--- src/swt_pkg.sv ---
// ----------------------------------------------------------------------------
// swt_pkg: shared types, constants and functions of the wave texture block
// Sizes of the layer ring, register codes, controller states and sine table.
// ----------------------------------------------------------------------------
package swt_pkg;

  localparam int MAX_LAYERS = 256;
  localparam int COORD_BITS = 16;

  localparam int LAYER_AW = (MAX_LAYERS > 1) ? $clog2(MAX_LAYERS) : 1;
  localparam int LCNT_W   = $clog2(MAX_LAYERS + 1);
  localparam int SUM_W    = $clog2(255 * MAX_LAYERS + 1);
  localparam int DCNT_W   = $clog2(SUM_W + 1);

  localparam int CNT_W   = 9;
  localparam int COLOR_W = 8;
  localparam int STEP_W  = 8;
  localparam int LIDX_W  = 8;
  localparam int CFG_AW  = 3;
  localparam int CFG_DW  = 9;
  localparam int PROD_W  = 18;

  localparam logic CMD_LOAD  = 1'b0;
  localparam logic CMD_PIXEL = 1'b1;

  typedef enum logic [CFG_AW-1:0] {
    CFG_LAYER_COUNT = 3'd0,
    CFG_START_RED   = 3'd1,
    CFG_START_GREEN = 3'd2,
    CFG_START_BLUE  = 3'd3,
    CFG_END_RED     = 3'd4,
    CFG_END_GREEN   = 3'd5,
    CFG_END_BLUE    = 3'd6
  } cfg_reg_t;

  typedef enum logic [2:0] {
    S_IDLE,
    S_LOAD,
    S_SUM,
    S_DRAIN,
    S_DIV_GO,
    S_DIV_WAIT,
    S_MUL,
    S_BLEND
  } state_t;

  typedef struct packed {
    logic [STEP_W-1:0] step_x;
    logic [STEP_W-1:0] step_y;
  } layer_t;

  typedef struct packed {
    logic busy;
    logic done;
  } div_stat_t;

  // first quarter of the wave, 127 * sin scaled, truncated
  localparam logic [6:0] QUARTER_WAVE [0:64] = '{
    7'd0,   7'd3,   7'd6,   7'd9,   7'd12,  7'd15,  7'd18,  7'd21,  7'd24,
    7'd27,  7'd30,  7'd33,  7'd36,  7'd39,  7'd42,  7'd45,  7'd48,  7'd51,
    7'd54,  7'd57,  7'd59,  7'd62,  7'd65,  7'd67,  7'd70,  7'd73,  7'd75,
    7'd78,  7'd80,  7'd82,  7'd85,  7'd87,  7'd89,  7'd91,  7'd94,  7'd96,
    7'd98,  7'd100, 7'd102, 7'd103, 7'd105, 7'd107, 7'd108, 7'd110, 7'd112,
    7'd113, 7'd114, 7'd116, 7'd117, 7'd118, 7'd119, 7'd120, 7'd121, 7'd122,
    7'd123, 7'd123, 7'd124, 7'd125, 7'd125, 7'd126, 7'd126, 7'd126, 7'd126,
    7'd126, 7'd127
  };

  function automatic logic [7:0] sine_rom(input logic [7:0] i);
    logic [6:0] k;
    logic       up;
    if (i <= 8'd64) begin
      k  = i[6:0];
      up = 1'b1;
    end else if (i < 8'd128) begin
      k  = 7'(8'd128 - i);
      up = 1'b1;
    end else if (i <= 8'd192) begin
      k  = 7'(i - 8'd128);
      up = 1'b0;
    end else begin
      k  = 7'(8'd0 - i);
      up = 1'b0;
    end
    return up ? (8'd128 + {1'b0, QUARTER_WAVE[k]}) : (8'd128 - {1'b0, QUARTER_WAVE[k]});
  endfunction

  // from + prod / 255, quotient truncated toward zero; |prod| <= 255 * 255
  function automatic logic [COLOR_W-1:0] blend_out(input logic [COLOR_W-1:0] from,
                                                   input logic signed [PROD_W-1:0] prod);
    logic [16:0] mag;
    logic [16:0] acc;
    logic [7:0]  q;
    mag = prod[PROD_W-1] ? 17'(-prod) : 17'(prod);
    acc = mag + {8'd0, mag[16:8]} + 17'd1;
    q   = acc[15:8];
    return prod[PROD_W-1] ? (from - q) : (from + q);
  endfunction

endpackage

--- src/swt_in_if.sv ---
// ----------------------------------------------------------------------------
// swt_in_if: input item channel
// Valid/ready handshake carrying load and pixel items.
// ----------------------------------------------------------------------------
interface swt_in_if;
  import swt_pkg::*;

  logic                  valid;
  logic                  ready;
  logic                  command;
  logic [LIDX_W-1:0]     layer_index;
  logic [STEP_W-1:0]     step_x;
  logic [STEP_W-1:0]     step_y;
  logic [COORD_BITS-1:0] pixel_x;
  logic [COORD_BITS-1:0] pixel_y;

  modport source (
    output valid, command, layer_index, step_x, step_y, pixel_x, pixel_y,
    input  ready
  );

  modport sink (
    input  valid, command, layer_index, step_x, step_y, pixel_x, pixel_y,
    output ready
  );
endinterface

--- src/swt_out_if.sv ---
// ----------------------------------------------------------------------------
// swt_out_if: result item channel
// Valid/ready handshake carrying one blended color per pixel.
// ----------------------------------------------------------------------------
interface swt_out_if;
  import swt_pkg::*;

  logic               valid;
  logic               ready;
  logic [COLOR_W-1:0] red;
  logic [COLOR_W-1:0] green;
  logic [COLOR_W-1:0] blue;

  modport source (
    output valid, red, green, blue,
    input  ready
  );

  modport sink (
    input  valid, red, green, blue,
    output ready
  );
endinterface

--- src/swt_cell.sv ---
// ----------------------------------------------------------------------------
// swt_cell: one cell of the layer ring
// Holds one layer's step pair and takes its neighbor's pair on each shift.
// ----------------------------------------------------------------------------
module swt_cell (
  input  logic            clk,
  input  logic            shift_en,
  input  swt_pkg::layer_t d_in,
  output swt_pkg::layer_t q
);
  import swt_pkg::*;

  layer_t q_r;

  always_ff @(posedge clk) begin
    if (shift_en) begin
      q_r <= d_in;
    end
  end

  assign q = q_r;

endmodule

--- src/swt_div.sv ---
// ----------------------------------------------------------------------------
// swt_div: serial restoring divider
// Divides the sine sum by the layer count, one quotient bit per cycle.
// ----------------------------------------------------------------------------
module swt_div (
  input  logic                       clk,
  input  logic                       rst_n,
  input  logic                       start,
  input  logic [swt_pkg::SUM_W-1:0]  dividend,
  input  logic [swt_pkg::LCNT_W-1:0] divisor,
  output logic [swt_pkg::SUM_W-1:0]  quotient,
  output swt_pkg::div_stat_t         stat
);
  import swt_pkg::*;

  logic [LCNT_W-1:0] rem_r, rem_nxt;
  logic [SUM_W-1:0]  quo_r, quo_nxt;
  logic [DCNT_W-1:0] cnt_r, cnt_nxt;
  logic              busy_r, busy_nxt;
  logic              done_r, done_nxt;
  logic [LCNT_W:0]   trial;
  logic              fits;

  assign trial = {rem_r, quo_r[SUM_W-1]};
  assign fits  = (trial >= {1'b0, divisor});

  always_comb begin
    rem_nxt  = rem_r;
    quo_nxt  = quo_r;
    cnt_nxt  = cnt_r;
    busy_nxt = busy_r;
    done_nxt = 1'b0;
    if (start) begin
      rem_nxt  = '0;
      quo_nxt  = dividend;
      cnt_nxt  = DCNT_W'(SUM_W);
      busy_nxt = 1'b1;
    end else if (busy_r) begin
      rem_nxt = fits ? LCNT_W'(trial - {1'b0, divisor}) : LCNT_W'(trial);
      quo_nxt = {quo_r[SUM_W-2:0], fits};
      cnt_nxt = cnt_r - DCNT_W'(1);
      if (cnt_r == DCNT_W'(1)) begin
        busy_nxt = 1'b0;
        done_nxt = 1'b1;
      end
    end
  end

  always_ff @(posedge clk) begin
    if (!rst_n) begin
      busy_r <= 1'b0;
      done_r <= 1'b0;
      cnt_r  <= '0;
    end else begin
      busy_r <= busy_nxt;
      done_r <= done_nxt;
      cnt_r  <= cnt_nxt;
    end
  end

  always_ff @(posedge clk) begin
    rem_r <= rem_nxt;
    quo_r <= quo_nxt;
  end

  assign quotient  = quo_r;
  assign stat.busy = busy_r;
  assign stat.done = done_r;

endmodule

--- src/sum_of_sines_wave_texture_top.sv ---
// Pixel item: a full turn of the ring, a drain state, a divider start, the serial
// division and its done flag, then a multiply state and a blend state.
// Load item: the ring shifts until the target layer reaches the ring head.
// One item at a time; the blend holds while an older color still waits to be taken.
// Synchronous active-low reset clears control and settings; layer steps are not cleared.
// ----------------------------------------------------------------------------
// sum_of_sines_wave_texture_top: procedural sum-of-sines wave texture
// Layer steps circulate in a ring of cells; the ring head feeds the sine sum,
// a serial divider averages it and the result blends two colors.
// ----------------------------------------------------------------------------
module sum_of_sines_wave_texture_top (
  input  logic                       clk,
  input  logic                       rst_n,
  swt_in_if.sink                     in_ch,
  swt_out_if.source                  out_ch,
  input  logic                       cfg_we,
  input  logic [swt_pkg::CFG_AW-1:0] cfg_index,
  input  logic [swt_pkg::CFG_DW-1:0] cfg_data
);
  import swt_pkg::*;

  localparam int LAST = MAX_LAYERS - 1;

  // configuration
  logic [CNT_W-1:0]   layer_count_r;
  logic [COLOR_W-1:0] start_col_r [3];
  logic [COLOR_W-1:0] end_col_r   [3];

  // control
  state_t             state_r, state_nxt;
  logic [LAYER_AW-1:0] pos_r, pos_nxt;
  logic [LAYER_AW-1:0] step_cnt_r;
  logic [LAYER_AW-1:0] tgt_r;
  logic               p_vld_r;
  logic               out_valid_r;

  // payload
  layer_t             ld_r;
  logic [7:0]         x_r, y_r;
  logic [LCNT_W-1:0]  layers_r;
  logic [7:0]         p_idx_r;
  logic               p_act_r;
  logic [SUM_W-1:0]   sum_r;
  logic [7:0]         t_r;
  logic signed [PROD_W-1:0] prod_r [3];
  logic [COLOR_W-1:0] out_col_r [3];

  // ring
  layer_t             cell_q [MAX_LAYERS];
  layer_t             tail_d;

  // control outputs
  logic               in_ready;
  logic               shift_en;
  logic               load_hit;
  logic               div_start;
  logic               out_load;
  logic               accept;
  logic               ring_end;

  logic [SUM_W-1:0]   quotient;
  div_stat_t          div_stat;
  logic [7:0]         head_idx;
  logic [7:0]         t_nxt;
  logic signed [8:0]  diff [3];
  logic signed [8:0]  t_s;

  assign accept   = in_ch.valid && in_ready;
  assign ring_end = (step_cnt_r == LAYER_AW'(LAST));

  // ---------------- configuration writes ----------------
  always_ff @(posedge clk) begin
    if (!rst_n) begin
      layer_count_r  <= CNT_W'(1);
      start_col_r[0] <= '0;
      start_col_r[1] <= '0;
      start_col_r[2] <= '0;
      end_col_r[0]   <= '1;
      end_col_r[1]   <= '1;
      end_col_r[2]   <= '1;
    end else if (cfg_we) begin
      case (cfg_index)
        CFG_LAYER_COUNT: layer_count_r  <= cfg_data[CNT_W-1:0];
        CFG_START_RED:   start_col_r[0] <= cfg_data[COLOR_W-1:0];
        CFG_START_GREEN: start_col_r[1] <= cfg_data[COLOR_W-1:0];
        CFG_START_BLUE:  start_col_r[2] <= cfg_data[COLOR_W-1:0];
        CFG_END_RED:     end_col_r[0]   <= cfg_data[COLOR_W-1:0];
        CFG_END_GREEN:   end_col_r[1]   <= cfg_data[COLOR_W-1:0];
        CFG_END_BLUE:    end_col_r[2]   <= cfg_data[COLOR_W-1:0];
        default: ;
      endcase
    end
  end

  // ---------------- controller ----------------
  always_comb begin
    state_nxt = state_r;
    case (state_r)
      S_IDLE: begin
        if (in_ch.valid) begin
          if (in_ch.command == CMD_PIXEL) begin
            state_nxt = S_SUM;
          end else if (int'(in_ch.layer_index) < MAX_LAYERS) begin
            state_nxt = S_LOAD;
          end
        end
      end
      S_LOAD:     if (pos_r == tgt_r) state_nxt = S_IDLE;
      S_SUM:      if (ring_end) state_nxt = S_DRAIN;
      S_DRAIN:    state_nxt = S_DIV_GO;
      S_DIV_GO:   state_nxt = S_DIV_WAIT;
      S_DIV_WAIT: if (div_stat.done) state_nxt = S_MUL;
      S_MUL:      state_nxt = S_BLEND;
      S_BLEND:    if (!out_valid_r || out_ch.ready) state_nxt = S_IDLE;
      default:    state_nxt = S_IDLE;
    endcase
  end

  always_comb begin
    in_ready  = 1'b0;
    shift_en  = 1'b0;
    load_hit  = 1'b0;
    div_start = 1'b0;
    out_load  = 1'b0;
    case (state_r)
      S_IDLE:   in_ready = 1'b1;
      S_LOAD: begin
        shift_en = 1'b1;
        load_hit = (pos_r == tgt_r);
      end
      S_SUM:    shift_en = 1'b1;
      S_DIV_GO: div_start = 1'b1;
      S_BLEND:  out_load = !out_valid_r || out_ch.ready;
      default: ;
    endcase
  end

  always_ff @(posedge clk) begin
    if (!rst_n) begin
      state_r <= S_IDLE;
    end else begin
      state_r <= state_nxt;
    end
  end

  assign in_ch.ready = in_ready;

  // ---------------- layer ring ----------------
  // Cell 0 holds layer pos_r; the head wraps to the tail unless a load replaces it.
  assign tail_d = load_hit ? ld_r : cell_q[0];

  for (genvar i = 0; i < MAX_LAYERS; i++) begin : g_ring
    if (i == LAST) begin : g_tail
      swt_cell u_cell (.clk(clk), .shift_en(shift_en), .d_in(tail_d), .q(cell_q[i]));
    end else begin : g_body
      swt_cell u_cell (.clk(clk), .shift_en(shift_en), .d_in(cell_q[i+1]), .q(cell_q[i]));
    end
  end

  assign pos_nxt = (pos_r == LAYER_AW'(LAST)) ? '0 : pos_r + LAYER_AW'(1);

  always_ff @(posedge clk) begin
    if (!rst_n) begin
      pos_r      <= '0;
      step_cnt_r <= '0;
      p_vld_r    <= 1'b0;
    end else begin
      if (shift_en) begin
        pos_r <= pos_nxt;
      end
      if (accept) begin
        step_cnt_r <= '0;
      end else if (state_r == S_SUM) begin
        step_cnt_r <= step_cnt_r + LAYER_AW'(1);
      end
      p_vld_r <= (state_r == S_SUM);
    end
  end

  always_ff @(posedge clk) begin
    if (accept) begin
      ld_r.step_x <= in_ch.step_x;
      ld_r.step_y <= in_ch.step_y;
      tgt_r       <= LAYER_AW'(in_ch.layer_index);
      x_r         <= in_ch.pixel_x[7:0];
      y_r         <= in_ch.pixel_y[7:0];
      if (layer_count_r == '0) begin
        layers_r <= LCNT_W'(1);
      end else if (int'(layer_count_r) > MAX_LAYERS) begin
        layers_r <= LCNT_W'(MAX_LAYERS);
      end else begin
        layers_r <= LCNT_W'(layer_count_r);
      end
    end
  end

  // ---------------- sine sum ----------------
  assign head_idx = 8'(x_r * cell_q[0].step_x) + 8'(y_r * cell_q[0].step_y);

  always_ff @(posedge clk) begin
    p_idx_r <= head_idx;
    p_act_r <= ((LCNT_W+1)'(pos_r) < (LCNT_W+1)'(layers_r));
    if (accept) begin
      sum_r <= '0;
    end else if (p_vld_r && p_act_r) begin
      sum_r <= sum_r + SUM_W'(sine_rom(p_idx_r));
    end
  end

  swt_div u_div (
    .clk      (clk),
    .rst_n    (rst_n),
    .start    (div_start),
    .dividend (sum_r),
    .divisor  (layers_r),
    .quotient (quotient),
    .stat     (div_stat)
  );

  // ---------------- blend ----------------
  assign t_nxt = (quotient > SUM_W'(255)) ? 8'hFF : quotient[7:0];
  assign t_s   = $signed({1'b0, t_r});

  always_comb begin
    for (int c = 0; c < 3; c++) begin
      diff[c] = $signed({1'b0, end_col_r[c]}) - $signed({1'b0, start_col_r[c]});
    end
  end

  always_ff @(posedge clk) begin
    if (state_r == S_DIV_WAIT && div_stat.done) begin
      t_r <= t_nxt;
    end
    if (state_r == S_MUL) begin
      for (int c = 0; c < 3; c++) begin
        prod_r[c] <= diff[c] * t_s;
      end
    end
    if (out_load) begin
      for (int c = 0; c < 3; c++) begin
        out_col_r[c] <= blend_out(start_col_r[c], prod_r[c]);
      end
    end
  end

  // ---------------- output register ----------------
  always_ff @(posedge clk) begin
    if (!rst_n) begin
      out_valid_r <= 1'b0;
    end else if (out_load) begin
      out_valid_r <= 1'b1;
    end else if (out_ch.ready) begin
      out_valid_r <= 1'b0;
    end
  end

  assign out_ch.valid = out_valid_r;
  assign out_ch.red   = out_col_r[0];
  assign out_ch.green = out_col_r[1];
  assign out_ch.blue  = out_col_r[2];

  // ---------------- assertions ----------------
  a_div_idle_start: assert property (@(posedge clk) disable iff (!rst_n)
    div_start |-> !div_stat.busy)
    else $error("divider started while busy");

  a_out_hold: assert property (@(posedge clk) disable iff (!rst_n)
    out_valid_r && !out_ch.ready |=> out_valid_r)
    else $error("pending output item dropped");

  a_quot_range: assert property (@(posedge clk) disable iff (!rst_n)
    div_stat.done |-> (quotient <= SUM_W'(255)))
    else $error("average weight out of range");

  a_sum_bound: assert property (@(posedge clk) disable iff (!rst_n)
    (state_r == S_DIV_GO) |-> (int'(sum_r) <= 255 * int'(layers_r)))
    else $error("sine sum exceeds layer bound");

  a_ring_turn: assert property (@(posedge clk) disable iff (!rst_n)
    (state_r == S_SUM) && ring_end |=> (state_r == S_DRAIN) && !shift_en)
    else $error("ring kept shifting after a full turn");

endmodule

--- src/flat_wrapper.sv ---
// flat-port wrapper written by rule: the top's interface ports become plain ports
module sum_of_sines_wave_texture_top_flat import swt_pkg::*;
  (clk, rst_n, cfg_we, cfg_index, cfg_data, in_ch_valid, in_ch_command, in_ch_layer_index, in_ch_step_x, in_ch_step_y, in_ch_pixel_x, in_ch_pixel_y, in_ch_ready, out_ch_valid, out_ch_red, out_ch_green, out_ch_blue, out_ch_ready);
  swt_in_if in_ch_i ();
  swt_out_if out_ch_i ();
  input  logic clk;
  input  logic rst_n;
  input  logic cfg_we;
  input  logic [swt_pkg::CFG_AW-1:0] cfg_index;
  input  logic [swt_pkg::CFG_DW-1:0] cfg_data;
  input wire logic [$bits(in_ch_i.valid)-1:0] in_ch_valid;
  input wire logic [$bits(in_ch_i.command)-1:0] in_ch_command;
  input wire logic [$bits(in_ch_i.layer_index)-1:0] in_ch_layer_index;
  input wire logic [$bits(in_ch_i.step_x)-1:0] in_ch_step_x;
  input wire logic [$bits(in_ch_i.step_y)-1:0] in_ch_step_y;
  input wire logic [$bits(in_ch_i.pixel_x)-1:0] in_ch_pixel_x;
  input wire logic [$bits(in_ch_i.pixel_y)-1:0] in_ch_pixel_y;
  output wire logic [$bits(in_ch_i.ready)-1:0] in_ch_ready;
  output wire logic [$bits(out_ch_i.valid)-1:0] out_ch_valid;
  output wire logic [$bits(out_ch_i.red)-1:0] out_ch_red;
  output wire logic [$bits(out_ch_i.green)-1:0] out_ch_green;
  output wire logic [$bits(out_ch_i.blue)-1:0] out_ch_blue;
  input wire logic [$bits(out_ch_i.ready)-1:0] out_ch_ready;
  assign in_ch_i.valid = in_ch_valid;
  assign in_ch_i.command = in_ch_command;
  assign in_ch_i.layer_index = in_ch_layer_index;
  assign in_ch_i.step_x = in_ch_step_x;
  assign in_ch_i.step_y = in_ch_step_y;
  assign in_ch_i.pixel_x = in_ch_pixel_x;
  assign in_ch_i.pixel_y = in_ch_pixel_y;
  assign in_ch_ready = in_ch_i.ready;
  assign out_ch_valid = out_ch_i.valid;
  assign out_ch_red = out_ch_i.red;
  assign out_ch_green = out_ch_i.green;
  assign out_ch_blue = out_ch_i.blue;
  assign out_ch_i.ready = out_ch_ready;
  sum_of_sines_wave_texture_top u_core (.clk(clk), .rst_n(rst_n), .in_ch(in_ch_i), .out_ch(out_ch_i), .cfg_we(cfg_we), .cfg_index(cfg_index), .cfg_data(cfg_data));
endmodule
--- config.mk ---
export PLATFORM = sky130hd
export DESIGN_NAME = sum_of_sines_wave_texture_top_flat
export DESIGN_NICKNAME = d
export VERILOG_FILES = /design/src/swt_pkg.sv /design/src/swt_in_if.sv /design/src/swt_out_if.sv /design/src/swt_cell.sv /design/src/swt_div.sv /design/src/sum_of_sines_wave_texture_top.sv /design/src/flat_wrapper.sv
export SDC_FILE = /design/constraint.sdc
export NUM_CORES = 2
export LEC_CHECK = 0
export BUFFER_PORTS_ARGS = -buffer_cell sky130_fd_sc_hd__buf_2
export CAP_MARGIN = 20
export CORE_UTILIZATION = 40
export DETAILED_ROUTE_END_ITERATION = 6
export PLACE_DENSITY = 0.66
export REMOVE_ABC_BUFFERS = 1
export SYNTH_ARGS = -nofsm -noshare
export SYNTH_HDL_FRONTEND = slang
export SYNTH_HIERARCHICAL = 1
export SYNTH_SLANG_ARGS = --single-unit
--- constraint.sdc ---
create_clock -name clk -period 551.6 [get_ports clk]
set_input_delay 82.74 -clock clk [delete_from_list [all_inputs] [get_ports clk]]
set_output_delay 82.74 -clock clk [all_outputs]
set_load 0.005 [all_outputs]
==> flow_summary_export.csv <==
group,metric,value,unit
synth,yosys_warnings,6,
clock_network,cts_tree,"done",
routing,dr.pass1.iters,7,
grt,grt-ovfl-total,0,
synth,synthCells,6862,
cells_and_area,area_growth,12.9,%
job,cap_violations,0,
clock_network,cts-root-buf,"clkbuf_16",
clock_network,numCtsBuffers,387,
setup_path,critPathTopFamily,"flip-flops",
clock_network,clock_latency,910,ps
clock_network,cts_setup_buffers,0,
routing,drt-initial-drc-count,4720,
timing,post-route-period-util,15.4,%
timing,slew_viol_final,0,
setup_path,arrival,2010,ps
routing,ant_nets,0,
setup_path,required,468860,ps
clock_network,cts_resized,0,
cells_and_area,design_area,169000,µm²
clock_network,clk_pin_slew,60,ps
clock_network,cts_max_path_buffers,4,
clock_network,cts.sink_count,4366,
synth,synth_area,149000,µm²
setup_path,critPathLaunchType,"flop",
hold_path,holdPathStages,0,
setup_path,crit_chain,"nor3_1, buf_2",
timing,rsz0062_at_grt,"no",
placement,placed_area,156000,µm²
setup_path,worstSetupEndpointType,"primary output",
timing,period_minus_slack,84750,ps
cells_and_area,seq_area,130000,µm²
die,core.rowCount,224,
setup_path,r2r_slack,543470,ps
grt,grt_pass1_vias,58000,
routing,wl,205000,µm
die,dieArea,376000,µm²
cells_and_area,fillers,30700,
grt,grt_max_degree,208,
setup_path,crit_path_max_fanout,13,
synth,postSynthAreaPerCell,21.8,µm²
timing,finalSetupViolCount,0,
setup_path,cp_slowest_cell,"dfxtp_1",
cells_and_area,multi_input_area,17100,µm²
clock_network,htreeDepth,5,
setup_path,timing.rr.end,"u_core/g_ring[121].g_body.u_cell/q[14]",
outcome,status,"finished with violations",
setup_path,reg2reg_from,"u_core/state_r[1]",
clock_network,holdBufCountCts,0,
hold_path,hold_end,"u_core/g_ring[52].g_body.u_cell/q[5]",
die,initial_core_util,40.2,%
setup_path,crit_buf_inv,1,
die,die_w,613,µm
placement,hpwlAfterDp,109000,µm
timing,tightest_slew,1180,ps
placement,gp_congestion,0.789,
timing,relSlewSlack,21.3,%
die,die_y,613,µm
timing,timing.final.hold_violations,0,
hold_path,hp-class,"reg -> reg",
hold_path,hp-start,"u_core/g_ring[53].g_body.u_cell/q[5]",
placement,portBuffers,83,
grt,globalRouteTotalUtil,10.8,%
setup_path,crit_type,"reg -> out",
routing,avgViaCountPerCell,4.60,
outcome,failed_checks,"design-rule violations",
setup_path,reg2reg_depth,9,
timing,setup_tns,0,ps
die,ios,100,
routing,num_vias,58100,
timing,whs,373,ps
timing,finalClockSkew,68.3,ps
routing,wl_per_cell,16.2,µm
cells_and_area,fin_nets,7882,
timing,fmaxAchievable,11.8,MHz
die,core-area,372000,µm²
grt,grt_pass1_wl,328000,µm
routing,drcViolationCount,50,
setup_path,max_stage_delay,440,ps
cells_and_area,final_layout_size_suffix_gt1_share,10.0,%
grt,grt_antenna_before_repair,5,
==> state kept, by name, summed over array words and instances (netlist names), 9 cells and up <==
register and flops:
u_core/u_div/quotient 16, u_core/g_ring.g_tail.u_cell/q 16, u_core/prod_r 54, u_core/start_col_r 24
u_core/g_ring.g_body.u_cell/q 4080, u_core/layer_count_r 9, u_core/out_col_r 24, u_core/u_div/rem_r 9
u_core/ld_r 16, u_core/sum_r 16, u_core/layers_r 9, u_core/end_col_r 24
==> per-layer routing <==
metal / part of all wire [%] / vias to the layer above / wire length [µm] / global-route usage, %
met5: 0.14 / - / 291 / 0
met4: 2.5 / 4 / 5230 / 3.30
met3: 3.7 / 415 / 7660 / 1.72
met2: 44 / 1047 / 89200 / 15.5
met1: 50 / 29600 / 103000 / 16.9
li1: - / 27000 / - / -
==> final cells by class <==
cell class | instances | share of cell area, %
diodes | 4 | 0.00593
clock buffers | 473 | 6.03
clock inverters | 232 | 1.26
well taps | 4972 | 3.68
flip-flops and latches | 4366 | 77.2
inverters | 476 | 1.06
repair buffers | 147 | 0.622
multi-input cells | 1955 | 10.1
==> metrics by stage <==
stage,instances,setup WS [ps],utilization (%)
after global placement,11900,466820,42.0
final,12600,466850,45.4
after detailed placement,11900,466920,42.0
after global routing,12600,466680,45.4
after floorplan,6797,366030,-
after CTS,12600,466720,45.3
==> worst max path at each step <==
stage,endpoint,slack (ps),startpoint,cells past startpoint
2_1_floorplan,u_core/pos_r[0],366030,u_core/state_r[2],5
3_3_place_gp,u_core/state_r[1],466820,out_ch_ready,7
3_5_place_dp,u_core/t_r[0],466920,out_ch_ready,6
4_1_cts,in_ch_ready,466720,u_core/state_r[2],2
5_1_grt,in_ch_ready,466680,u_core/state_r[2],2
6_report,in_ch_ready,466850,u_core/state_r[2],2
==> layout by cell type, fill, tap and decap left out, types with 73 or more instances in the layout <==
master	instances
inv_1	471
xnor2_1	156
clkbuf_1	77
ha_1	256
o21ai_0	73
edfxtp_1	4295
clkbuf_16	395
clkinv_2	75
nand2_1	224
clkinv_1	78
a21oi_1	95
nor2_1	105
fa_1	219
buf_2	85
and2_1	152
Power is left out: the tool's default activity adds up to more than one toggle a clock period on the data nets, which glitch-free logic cannot reach.
